`config.mk`:
```
export PLATFORM = sky130hd
export DESIGN_NAME = days_until_date_counter_core
export DESIGN_NICKNAME = d
export VERILOG_FILES = /design/src/dud_pkg.sv /design/src/dud_ctrl.sv /design/src/dud_datapath.sv /design/src/days_until_date_counter_core.sv
export SDC_FILE = /design/constraint.sdc
export NUM_CORES = 1
export LEC_CHECK = 0
export ABC_AREA = 0
export BUFFER_PORTS_ARGS = -buffer_cell sky130_fd_sc_hd__buf_2
export CORE_MARGIN = 1
export CORE_UTILIZATION = 40
export DETAILED_ROUTE_END_ITERATION = 7
export GPL_TIMING_DRIVEN = 0
export HOLD_SLACK_MARGIN = 0.08
export PLACE_DENSITY = 0.54
export SYNTH_ARGS = -nofsm -noshare
export SYNTH_HDL_FRONTEND = slang
export SYNTH_HIERARCHICAL = 1
export SYNTH_SLANG_ARGS = --single-unit
```
`constraint.sdc`:
```
create_clock -name clock -period 8.8 [get_ports clock]
set_input_delay 1.76 -clock clock [delete_from_list [all_inputs] [get_ports clock]]
set_output_delay 1.76 -clock clock [all_outputs]
set_load 0.005 [all_outputs]
```
`src/dud_pkg.sv`:
```
package dud_pkg;

   // Field widths of the words on the ports.
   localparam int YEAR_W   = 14;
   localparam int MONTH_W  = 4;
   localparam int DAY_W    = 5;
   localparam int DAYS_W   = 22;

   // The normalized deadline can land one year past the widest year field.
   localparam int WALK_YEAR_W = YEAR_W + 1;
   // One spare bit over the result so that saturation is a single bit test.
   localparam int COUNT_W     = DAYS_W + 1;
   // A single step adds at most a whole leap year.
   localparam int STEP_W      = 9;

   // Division by 100 through a reciprocal: q = (y * 5243) >> 19 is exact
   // for every 14-bit year.
   localparam int             RECIP_W     = 13;
   localparam logic [RECIP_W-1:0] RECIP_100 = 13'd5243;
   localparam int             RECIP_SHIFT = 19;
   localparam int             PROD_W      = YEAR_W + RECIP_W;
   localparam int             QUOT_W      = PROD_W - RECIP_SHIFT;
   localparam int             MOD100_W    = 7;
   localparam logic [MOD100_W-1:0] MOD100_LAST = 7'd99;

   localparam int CSR_INDEX_W = 2;
   localparam int CSR_DATA_W  = YEAR_W;

   typedef enum logic [CSR_INDEX_W-1:0] {
      CSR_DEADLINE_YEAR  = 2'd0,
      CSR_DEADLINE_MONTH = 2'd1,
      CSR_DEADLINE_DAY   = 2'd2
   } csr_index_type;

   localparam logic [YEAR_W-1:0]  DEADLINE_YEAR_RST  = 14'd2022;
   localparam logic [MONTH_W-1:0] DEADLINE_MONTH_RST = 4'd12;
   localparam logic [DAY_W-1:0]   DEADLINE_DAY_RST   = 5'd5;

   localparam logic [MONTH_W-1:0] MONTH_JAN = 4'd1;
   localparam logic [MONTH_W-1:0] MONTH_FEB = 4'd2;
   localparam logic [MONTH_W-1:0] MONTH_APR = 4'd4;
   localparam logic [MONTH_W-1:0] MONTH_JUN = 4'd6;
   localparam logic [MONTH_W-1:0] MONTH_SEP = 4'd9;
   localparam logic [MONTH_W-1:0] MONTH_NOV = 4'd11;
   localparam logic [MONTH_W-1:0] MONTH_DEC = 4'd12;
   localparam logic [DAY_W-1:0]   DAY_FIRST = 5'd1;

   localparam logic [STEP_W-1:0]  DAYS_PER_YEAR = 9'd365;

   typedef struct packed {
      logic [YEAR_W-1:0]  start_year;
      logic [MONTH_W-1:0] start_month;
      logic [DAY_W-1:0]   start_day;
   } req_word_type;

   typedef struct packed {
      logic [DAYS_W-1:0] days_left;
      logic              date_invalid;
   } rsp_word_type;

   // Commands from the sequencer to the datapath.
   typedef struct packed {
      logic load_start;
      logic mul_en;
      logic mul_sel_start;
      logic norm_deadline;
      logic init_walk;
      logic walk_step;
      logic rsp_load;
   } dud_cmd_type;

   // Status from the datapath to the sequencer.
   typedef struct packed {
      logic run;
      logic walk_last;
   } dud_stat_type;

   // Gregorian leap rule from the year's low bits, its remainder by 100
   // and its century count modulo 4.
   function automatic logic is_leap(input logic [1:0]          year_low,
                                    input logic [MOD100_W-1:0] mod100,
                                    input logic [1:0]          cent);
      logic leap;
      leap = ((year_low == 2'd0) && (mod100 != '0)) ||
             ((mod100 == '0) && (cent == 2'd0));
      return leap;
   endfunction

   function automatic logic [DAY_W-1:0] month_len(input logic               leap,
                                                  input logic [MONTH_W-1:0] month);
      logic [DAY_W-1:0] len;
      case (month)
         MONTH_FEB: len = leap ? 5'd29 : 5'd28;
         MONTH_APR, MONTH_JUN, MONTH_SEP, MONTH_NOV: len = 5'd30;
         default: len = 5'd31;
      endcase
      return len;
   endfunction

endpackage

```
`src/dud_ctrl.sv`:
```
module dud_ctrl (
   input  logic                 clock,
   input  logic                 reset,
   input  logic                 req_valid,
   output logic                 req_ready,
   input  logic                 rsp_free,
   input  dud_pkg::dud_stat_type stat,
   output dud_pkg::dud_cmd_type  cmd
);
   import dud_pkg::*;

   typedef enum logic [6:0] {
      ST_IDLE     = 7'b0000001,
      ST_DL_MUL   = 7'b0000010,
      ST_DL_NORM  = 7'b0000100,
      ST_ST_MUL   = 7'b0001000,
      ST_ST_CHECK = 7'b0010000,
      ST_WALK     = 7'b0100000,
      ST_DONE     = 7'b1000000
   } ctrl_state_type;

   ctrl_state_type state_ff;
   ctrl_state_type state_in;

   always_comb begin
      state_in  = state_ff;
      cmd       = '0;
      req_ready = 1'b0;
      case (state_ff)
         ST_IDLE: begin
            req_ready      = 1'b1;
            cmd.load_start = req_valid;
            if (req_valid) begin
               state_in = ST_DL_MUL;
            end
         end
         ST_DL_MUL: begin
            cmd.mul_en = 1'b1;
            state_in   = ST_DL_NORM;
         end
         ST_DL_NORM: begin
            cmd.norm_deadline = 1'b1;
            state_in          = ST_ST_MUL;
         end
         ST_ST_MUL: begin
            cmd.mul_en        = 1'b1;
            cmd.mul_sel_start = 1'b1;
            state_in          = ST_ST_CHECK;
         end
         ST_ST_CHECK: begin
            cmd.init_walk = 1'b1;
            state_in      = stat.run ? ST_WALK : ST_DONE;
         end
         ST_WALK: begin
            cmd.walk_step = 1'b1;
            if (stat.walk_last) begin
               state_in = ST_DONE;
            end
         end
         ST_DONE: begin
            cmd.rsp_load = rsp_free;
            if (rsp_free) begin
               state_in = ST_IDLE;
            end
         end
         default: begin
            state_in = ST_IDLE;
         end
      endcase
   end

   always_ff @(posedge clock) begin
      if (reset) begin
         state_ff <= ST_IDLE;
      end else begin
         state_ff <= state_in;
      end
   end

endmodule

```
`src/dud_datapath.sv`:
```
module dud_datapath (
   input  logic                          clock,
   input  dud_pkg::dud_cmd_type          cmd,
   input  dud_pkg::req_word_type         req_word,
   input  logic [dud_pkg::YEAR_W-1:0]    deadline_year,
   input  logic [dud_pkg::MONTH_W-1:0]   deadline_month,
   input  logic [dud_pkg::DAY_W-1:0]     deadline_day,
   output dud_pkg::dud_stat_type         stat,
   output logic [dud_pkg::DAYS_W-1:0]    days_left,
   output logic                          date_invalid
);
   import dud_pkg::*;

   logic [YEAR_W-1:0]      start_year_ff;
   logic [MONTH_W-1:0]     start_month_ff;
   logic [DAY_W-1:0]       start_day_ff;

   logic [PROD_W-1:0]      prod_ff;
   logic [YEAR_W-1:0]      mul_year_ff;

   logic [WALK_YEAR_W-1:0] eff_year_ff;
   logic [MONTH_W-1:0]     eff_month_ff;
   logic [DAY_W-1:0]       eff_day_ff;

   logic [WALK_YEAR_W-1:0] walk_year_ff;
   logic [MONTH_W-1:0]     walk_month_ff;
   logic [DAY_W-1:0]       walk_day_ff;
   logic [MOD100_W-1:0]    mod100_ff;
   logic [1:0]             cent_ff;
   logic [COUNT_W-1:0]     count_ff;
   logic                   bad_ff;

   // Year analysis shared by the deadline and the start date.
   logic [YEAR_W-1:0]      mul_year;
   logic [QUOT_W-1:0]      unit_quot;
   logic [YEAR_W-1:0]      unit_quot_x100;
   logic [MOD100_W-1:0]    unit_mod100;
   logic                   unit_leap;

   logic [WALK_YEAR_W-1:0] norm_year;
   logic [MONTH_W-1:0]     norm_month;
   logic [DAY_W-1:0]       norm_day;
   logic [DAY_W-1:0]       dl_len;

   logic [DAY_W-1:0]       st_len;
   logic                   bad;
   logic                   start_early;

   logic                   cur_leap;
   logic [DAY_W-1:0]       cur_len;
   logic                   same_month;
   logic                   year_jump;
   logic                   year_adv;
   logic [STEP_W-1:0]      step;
   logic [WALK_YEAR_W-1:0] walk_year_in;
   logic [MONTH_W-1:0]     walk_month_in;
   logic [DAY_W-1:0]       walk_day_in;
   logic [MOD100_W-1:0]    mod100_in;
   logic [1:0]             cent_in;

   assign mul_year       = cmd.mul_sel_start ? start_year_ff : deadline_year;
   assign unit_quot      = prod_ff[PROD_W-1:RECIP_SHIFT];
   assign unit_quot_x100 = (YEAR_W'(unit_quot) << 6) + (YEAR_W'(unit_quot) << 5) +
                           (YEAR_W'(unit_quot) << 2);
   assign unit_mod100    = MOD100_W'(mul_year_ff - unit_quot_x100);
   assign unit_leap      = is_leap(mul_year_ff[1:0], unit_mod100, unit_quot[1:0]);

   // An impossible deadline moves forward to the first real date after it.
   always_comb begin
      dl_len     = month_len(unit_leap, deadline_month);
      norm_year  = {1'b0, mul_year_ff};
      norm_month = deadline_month;
      norm_day   = deadline_day;
      if (deadline_month == '0) begin
         norm_month = MONTH_JAN;
         norm_day   = DAY_FIRST;
      end else if (deadline_month > MONTH_DEC) begin
         norm_year  = norm_year + 1'b1;
         norm_month = MONTH_JAN;
         norm_day   = DAY_FIRST;
      end else if (deadline_day == '0) begin
         norm_day = DAY_FIRST;
      end else if (deadline_day > dl_len) begin
         norm_day = DAY_FIRST;
         if (deadline_month == MONTH_DEC) begin
            norm_year  = norm_year + 1'b1;
            norm_month = MONTH_JAN;
         end else begin
            norm_month = deadline_month + 1'b1;
         end
      end
   end

   assign st_len      = month_len(unit_leap, start_month_ff);
   assign bad         = (start_month_ff == '0) || (start_month_ff > MONTH_DEC) ||
                        (start_day_ff == '0) || (start_day_ff > st_len);
   assign start_early = {1'b0, start_year_ff, start_month_ff, start_day_ff} <
                        {eff_year_ff, eff_month_ff, eff_day_ff};
   assign stat.run    = !bad && start_early;

   // One walk step: finish inside the deadline month, jump a whole year
   // from January 1, or else run to the first of the next month.
   always_comb begin
      cur_leap   = is_leap(walk_year_ff[1:0], mod100_ff, cent_ff);
      cur_len    = month_len(cur_leap, walk_month_ff);
      same_month = (walk_year_ff == eff_year_ff) && (walk_month_ff == eff_month_ff);
      year_jump  = (walk_month_ff == MONTH_JAN) && (walk_day_ff == DAY_FIRST) &&
                   (walk_year_ff < eff_year_ff);
      year_adv   = 1'b0;
      walk_month_in = walk_month_ff;
      walk_day_in   = DAY_FIRST;
      if (same_month) begin
         step        = STEP_W'(eff_day_ff - walk_day_ff);
         walk_day_in = eff_day_ff;
      end else if (year_jump) begin
         step     = DAYS_PER_YEAR + STEP_W'(cur_leap);
         year_adv = 1'b1;
      end else begin
         step = STEP_W'(cur_len) - STEP_W'(walk_day_ff) + 1'b1;
         if (walk_month_ff == MONTH_DEC) begin
            walk_month_in = MONTH_JAN;
            year_adv      = 1'b1;
         end else begin
            walk_month_in = walk_month_ff + 1'b1;
         end
      end
      walk_year_in = walk_year_ff;
      mod100_in    = mod100_ff;
      cent_in      = cent_ff;
      if (year_adv) begin
         walk_year_in = walk_year_ff + 1'b1;
         if (mod100_ff == MOD100_LAST) begin
            mod100_in = '0;
            cent_in   = cent_ff + 1'b1;
         end else begin
            mod100_in = mod100_ff + 1'b1;
         end
      end
   end

   assign stat.walk_last = same_month;

   always_ff @(posedge clock) begin
      if (cmd.load_start) begin
         start_year_ff  <= req_word.start_year;
         start_month_ff <= req_word.start_month;
         start_day_ff   <= req_word.start_day;
      end
      if (cmd.mul_en) begin
         prod_ff     <= PROD_W'(mul_year) * PROD_W'(RECIP_100);
         mul_year_ff <= mul_year;
      end
      if (cmd.norm_deadline) begin
         eff_year_ff  <= norm_year;
         eff_month_ff <= norm_month;
         eff_day_ff   <= norm_day;
      end
      if (cmd.init_walk) begin
         walk_year_ff  <= {1'b0, start_year_ff};
         walk_month_ff <= start_month_ff;
         walk_day_ff   <= start_day_ff;
         mod100_ff     <= unit_mod100;
         cent_ff       <= unit_quot[1:0];
         count_ff      <= '0;
         bad_ff        <= bad;
      end else if (cmd.walk_step) begin
         walk_year_ff  <= walk_year_in;
         walk_month_ff <= walk_month_in;
         walk_day_ff   <= walk_day_in;
         mod100_ff     <= mod100_in;
         cent_ff       <= cent_in;
         count_ff      <= count_ff + COUNT_W'(step);
      end
   end

   assign days_left    = count_ff[COUNT_W-1] ? '1 : count_ff[DAYS_W-1:0];
   assign date_invalid = bad_ff;

endmodule

```
`src/days_until_date_counter_core.sv`:
```
// Counts the days from a start date (year, month, day) up to a deadline date
// held in three configuration registers, in the proleptic Gregorian calendar.
// Each accepted word on the req channel yields exactly one word on the rsp
// channel. A start date on or after the deadline gives 0 days; an impossible
// start date (month outside 1 to 12, day 0, or a day past the end of its
// month) gives 0 days with date_invalid set. An impossible deadline is read
// as the first real date that follows it, and counts beyond 4194303 saturate.
// The block handles one word at a time. After a word is taken, the sequencer
// analyzes the deadline year, normalizes the deadline, analyzes the start
// year and checks the start date, then a walker advances the date in coarse
// steps: one step per month up to the next January 1, one per whole year, one
// per month inside the deadline year, and a final step into the deadline day.
// A word that yields 0 days skips the walker. The walker step is the limit.
// A finished word waits in the rsp output register, so the next req word is
// taken and processed while the previous result is still pending. The
// deadline registers must only be written while the block is idle.
module days_until_date_counter_core (
   input  logic                             clock,
   input  logic                             reset,
   input  logic                             req_valid,
   output logic                             req_ready,
   input  dud_pkg::req_word_type            req_data,
   output logic                             rsp_valid,
   input  logic                             rsp_ready,
   output dud_pkg::rsp_word_type            rsp_data,
   input  logic                             csr_wr_en,
   input  logic [dud_pkg::CSR_INDEX_W-1:0]  csr_index,
   input  logic [dud_pkg::CSR_DATA_W-1:0]   csr_wr_data
);
   import dud_pkg::*;

   // Deadline configuration registers.
   logic [YEAR_W-1:0]  deadline_year_ff;
   logic [MONTH_W-1:0] deadline_month_ff;
   logic [DAY_W-1:0]   deadline_day_ff;

   // Result output register.
   logic               rsp_valid_ff;
   rsp_word_type       rsp_data_ff;
   logic               rsp_free;

   dud_cmd_type        cmd;
   dud_stat_type       stat;
   logic [DAYS_W-1:0]  days_left;
   logic               date_invalid;

   // Writes to an index outside the register list are dropped.
   always_ff @(posedge clock) begin
      if (reset) begin
         deadline_year_ff  <= DEADLINE_YEAR_RST;
         deadline_month_ff <= DEADLINE_MONTH_RST;
         deadline_day_ff   <= DEADLINE_DAY_RST;
      end else if (csr_wr_en) begin
         case (csr_index_type'(csr_index))
            CSR_DEADLINE_YEAR:  deadline_year_ff  <= csr_wr_data[YEAR_W-1:0];
            CSR_DEADLINE_MONTH: deadline_month_ff <= csr_wr_data[MONTH_W-1:0];
            CSR_DEADLINE_DAY:   deadline_day_ff   <= csr_wr_data[DAY_W-1:0];
            default: begin
            end
         endcase
      end
   end

   // The sequencer may hand over a result only when the output register is
   // empty or being emptied in the same cycle.
   assign rsp_free = !rsp_valid_ff || rsp_ready;

   dud_ctrl u_ctrl (
      .clock     (clock),
      .reset     (reset),
      .req_valid (req_valid),
      .req_ready (req_ready),
      .rsp_free  (rsp_free),
      .stat      (stat),
      .cmd       (cmd)
   );

   dud_datapath u_datapath (
      .clock          (clock),
      .cmd            (cmd),
      .req_word       (req_data),
      .deadline_year  (deadline_year_ff),
      .deadline_month (deadline_month_ff),
      .deadline_day   (deadline_day_ff),
      .stat           (stat),
      .days_left      (days_left),
      .date_invalid   (date_invalid)
   );

   always_ff @(posedge clock) begin
      if (reset) begin
         rsp_valid_ff <= 1'b0;
      end else if (cmd.rsp_load) begin
         rsp_valid_ff <= 1'b1;
      end else if (rsp_ready) begin
         rsp_valid_ff <= 1'b0;
      end
   end

   always_ff @(posedge clock) begin
      if (cmd.rsp_load) begin
         rsp_data_ff.days_left    <= days_left;
         rsp_data_ff.date_invalid <= date_invalid;
      end
   end

   assign rsp_valid = rsp_valid_ff;
   assign rsp_data  = rsp_data_ff;

   // Once a word is taken the block is busy on the next cycle.
   assert property (@(posedge clock) disable iff (reset)
      (req_valid && req_ready) |=> !req_ready)
      else $error("req_ready stayed high right after a word was taken");

   // A result never overwrites one that is still waiting.
   assert property (@(posedge clock) disable iff (reset)
      cmd.rsp_load |-> rsp_free)
      else $error("result loaded into an occupied output register");

   // An impossible start date always reports zero days.
   assert property (@(posedge clock) disable iff (reset)
      (rsp_valid && rsp_data.date_invalid) |-> (rsp_data.days_left == '0))
      else $error("invalid date reported with a nonzero day count");

endmodule

```
==> results.md <==
- The run finished with clean final reports.
- The number of max-capacitance violations reported is 0.
- The standard cell area after detailed placement is approximately 14000 um2.
- Summed over its instances, the top area cell type makes up between 20% and 30% of the synthesized netlist area.
- The share of the core filled with cells in the final layout is a little under half.
- Summed over all failing endpoints, the final setup total negative slack is 0 ns.
- Walking the worst path, the cells encountered are buf_6 -> nor4_4 -> nand3_1 -> inv_1 -> clkbuf_1 -> buf_1 -> mux2i_1 -> inv_1 -> ha_1 -> inv_1 -> fa_1 -> fa_1 -> inv_1 -> fa_1 -> fa_1 -> ha_1 -> a2111oi_0 -> o21ai_0 -> a211oi_1 -> o311ai_0 -> a21oi_1 -> xnor2_1.
- On the critical path, the stage with the largest delay is an instance of sky130_fd_sc_hd__buf_1.
- Across all layers, the routed design uses roughly 9500 vias.
- The worst slack at placement is just over 0.9 ns.
- The most frequently used flop master after synthesis is sky130_fd_sc_hd__edfxtp_1.
- The number of buffers on the longest clock path is 2.
- The critical-path maximum fanout is 10.
- The worst path needs 7.84 ns of the cycle, external delays included.
- By area the synthesized netlist is led by sky130_fd_sc_hd__edfxtp_1, sky130_fd_sc_hd__ha_1, sky130_fd_sc_hd__fa_1.
- The final setup violation count is 0.
- The floorplan step defined a core boundary enclosing roughly 33000 um2.
- In this run the worst hold path is classified as register to register.
- VDD sags by at most roughly 0.14 mV.
- Measured along the x axis, the die boundary spans around 180 um.
- Synthesis produced about 1300 cells.
- The root buffer cell is sky130_fd_sc_hd__clkbuf_16.
- The total global-route track usage is 19.7%.
- The design draws about 2.5 mW.
- In the finished design, the share of the clock period the worst path needs comes to around nine tenths.
- In this design, the largest share of critical-path delay is due to adder cells.
- The clock sink count is ~180.
- The I/O pin total is 69.
- The post-route antenna net violation count is 0.
- After routing the design area is 14900 um2.
- The count of input and output buffers is 68.
- The worst setup path is launched from a register.
- Measured along the y axis, the die boundary spans approximately 180 um.
- Headroom to the max-slew limit came out at approximately 12%.
- The number of antenna diodes in the final layout is 0.
- The number of setup buffers added after CTS is 0.
- The placer congestion estimate is around 0.84.
- The number of placed cells counting well taps is 1825.
- The first detailed-routing pass ran for 6 iterations.
- The worst endpoint required time is approximately 9.0 ns.
- The Yosys warning count is 6.
- The final setup slack of the worst path is a little under 1 ns.
- The H-tree generated during clock tree synthesis spans 4 levels.
- The library cell occupying the most area in the post-synthesis netlist is sky130_fd_sc_hd__edfxtp_1.
- In this run, post-CTS repair resized a total of 0 instances.
- STA puts the critical path data arrival time at ~8 ns.
- The synthesis-to-layout area growth is 11.1%.
- On the final layout, the worst clock skew is 0.0155 ns.
- The first-iteration detailed-routing DRC count is roughly 570.
- The placement row count is 66.
- The via count of the first global-routing pass is 9456.
- Summed over all cells, the static leakage comes to 6.54 nW.
- In this run, synthesis inferred approximately 120 flip-flops with an integrated enable.
- The number of nets in the finished design is about 1700.
- After legalization and detailed placement, the total HPWL measured 25500 um.
- Clock-pin slew was measured on the worst setup and hold paths at about 0.07 ns.
- The number of hold buffers added after CTS was 0.
- The full die area is between 30000 and 40000 um2.
- For the pin with the worst max-slew slack, the measured transition is between 1 and 1.5 ns.
- The initial utilization of the core area, before any placement, comes to about 41%.
- The critical path contains buffers and inverters numbering 7 combined.
- The count of final hold-check violations is 0.
- The kind of capture point of the worst setup path is a register.
- Timing would allow up to about 0.13 GHz.
- In this run the cell area of the synthesized design comes to 13400 um2.
- The total congestion overflow is 0.
- Using the TritonRoute via totals, the vias-per-cell ratio works out to 5.11.
- The commonest cells after synthesis are sky130_fd_sc_hd__inv_1, sky130_fd_sc_hd__ha_1, sky130_fd_sc_hd__edfxtp_1, sky130_fd_sc_hd__nor2_1, sky130_fd_sc_hd__nand2_1.
- The unique cell type count in the Yosys netlist is 71.
- The synthesized net count is around 1600.
- Setup repair after global routing left no endpoint under its margin.
- The share of synthesized flip-flops with an asynchronous set or reset is 0%.
- Counting the fill cells in the layout gives 3174.
- The DRC violation count after routing is 0.
- In this design, the stage delay of the slowest critical-path cell is about 0.63 ns.
- The average detailed-routed wire length per instance is 16.8 um.
- The worst hold margin is around 0.44 ns.
- The number of max-slew violations in the final report was 0.
- Yosys instantiated no cell more often than sky130_fd_sc_hd__inv_1.
- TritonCTS built the clock tree.
- The share of synthesized area occupied by flip-flops and latches is between 30% and 40%.
- Synthesis inferred 177 register bits.
- The finished layout holds 1857 standard cells, fillers aside.
- Summed over all layers, the routed wires come to approximately 31000 um.
- The initial antenna violation count was 0.
- The critical path class is register to register.
- The post-synthesis average cell area is slightly above 10 um2.
- The first global-routing pass estimated ~51000 um of wire.
- The share of final-layout standard cells stronger than drive strength 1 is about 11%.
- Entering global routing, the biggest net connects 25 pins.
- Dividing total power by cell area gives a power density of between 150 and 200 nW/um2.
- The clock reaches the later pin of the worst-skew pair after about 0.44 ns.
- The total CTS buffers is 17.
==> where the power goes <==
group / leakage [nW] / internal [mW] / switching [mW]
clock: 0.274 / 0.394 / 0.342
sequential: 1.60 / 0.915 / 0.0237
combinational: 4.67 / 0.355 / 0.483
total: 6.54 / 1.66 / 0.848
==> layer usage <==
layer	GRT usage [%]	share of wire, %	up-vias
li1	-	-	4750
met1	28.8	52	4594
met2	30.8	45	122
met3	2.91	2.9	17
met4	4.23	0.79	0
met5	0	0	-
==> layout by cell type (no fill, tap or decap), types with 9 or more instances in the layout <==
cell and count:
sky130_fd_sc_hd__a21o_1 13, sky130_fd_sc_hd__edfxtp_1 122, sky130_fd_sc_hd__fa_1 65, sky130_fd_sc_hd__ha_1 168
sky130_fd_sc_hd__clkbuf_16 17, sky130_fd_sc_hd__nor3_1 13, sky130_fd_sc_hd__dfxtp_1 55, sky130_fd_sc_hd__xor2_1 23
sky130_fd_sc_hd__o31ai_1 9, sky130_fd_sc_hd__and3_1 16, sky130_fd_sc_hd__mux2i_1 47, sky130_fd_sc_hd__or3_1 9
sky130_fd_sc_hd__nand4_1 16, sky130_fd_sc_hd__o21ai_0 52, sky130_fd_sc_hd__clkbuf_1 24, sky130_fd_sc_hd__buf_2 69
sky130_fd_sc_hd__xnor2_1 47, sky130_fd_sc_hd__a31oi_1 10, sky130_fd_sc_hd__a21oi_1 64, sky130_fd_sc_hd__o211ai_1 9
sky130_fd_sc_hd__nand3_1 31, sky130_fd_sc_hd__or2_2 26, sky130_fd_sc_hd__nor2_1 74, sky130_fd_sc_hd__nand2b_1 26
sky130_fd_sc_hd__a211oi_1 10, sky130_fd_sc_hd__nand2_1 71, sky130_fd_sc_hd__and2_1 9, sky130_fd_sc_hd__inv_1 192
==> worst paths after layout <==
kind	cells after the start	slack [ns]	to	from
max	22	0.96	u_datapath/prod_ff[23]	u_ctrl/state_ff[6]
min	0	0.44	rsp_data[0]	u_datapath/date_invalid
max reg2reg	22	0.96	u_datapath/prod_ff[23]	u_ctrl/state_ff[6]
min reg2reg	0	0.44	rsp_data[0]	u_datapath/date_invalid
==> final cells by class <==
class	instances	area (um2)	area share [%]
Tap cell	442	553	3.72
Clock inverter	14	129	0.867
Clock buffer	18	429	2.89
Buffer	34	163	1.09
Multi-Input combinational cell	909	7740	52.0
Sequential cell	177	4760	32.1
Timing Repair Buffer	70	367	2.47
Inverter	193	724	4.87
==> flip-flops by register name, indices dropped and copies added, names as in the netlist <==
signal,cells
deadline_day_ff,5
deadline_month_ff,4
deadline_year_ff,14
rsp_data,23
rsp_valid,1
u_ctrl/state_ff,7
u_datapath/cent_ff,2
u_datapath/count_ff,23
u_datapath/date_invalid,1
u_datapath/eff_day_ff,5
u_datapath/eff_month_ff,4
u_datapath/eff_year_ff,15
u_datapath/mod100_ff,7
u_datapath/mul_year_ff,13
u_datapath/prod_ff,6
u_datapath/start_day_ff,5
u_datapath/start_month_ff,4
u_datapath/start_year_ff,14
u_datapath/walk_day_ff,5
u_datapath/walk_month_ff,4
u_datapath/walk_year_ff,15
==> kinds of logic after synthesis <==
kind of cell             count (synthesis)  synth area share [%]
buffers and inverters                  227                  6.63
XOR/XNOR                                71                  4.76
flip-flops                             177                  35.6
AND/OR/NAND/NOR                        338                  13.5
multiplexers                            53                  4.02
AO/OA/AOI/OAI                          214                  10.0
adder cells (fa/ha/maj)                233                  25.4
==> worst reg2reg max path, cell delays in order (launching register included) <==
cell                        delay (ns)
sky130_fd_sc_hd__dfxtp_1          0.31
sky130_fd_sc_hd__buf_6            0.13
sky130_fd_sc_hd__nor4_4           0.33
sky130_fd_sc_hd__nand3_1          0.15
sky130_fd_sc_hd__inv_1            0.10
sky130_fd_sc_hd__clkbuf_1         0.36
sky130_fd_sc_hd__buf_1            0.63
sky130_fd_sc_hd__mux2i_1          0.62
sky130_fd_sc_hd__inv_1            0.34
sky130_fd_sc_hd__ha_1             0.43
sky130_fd_sc_hd__inv_1            0.07
sky130_fd_sc_hd__fa_1             0.50
sky130_fd_sc_hd__fa_1             0.52
sky130_fd_sc_hd__inv_1            0.05
sky130_fd_sc_hd__fa_1             0.47
sky130_fd_sc_hd__fa_1             0.50
sky130_fd_sc_hd__ha_1             0.34
sky130_fd_sc_hd__a2111oi_0        0.45
sky130_fd_sc_hd__o21ai_0          0.20
sky130_fd_sc_hd__a211oi_1         0.33
sky130_fd_sc_hd__o311ai_0         0.37
sky130_fd_sc_hd__a21oi_1          0.30
sky130_fd_sc_hd__xnor2_1          0.08
No activity file was read; power rests on OpenSTA's default activity.
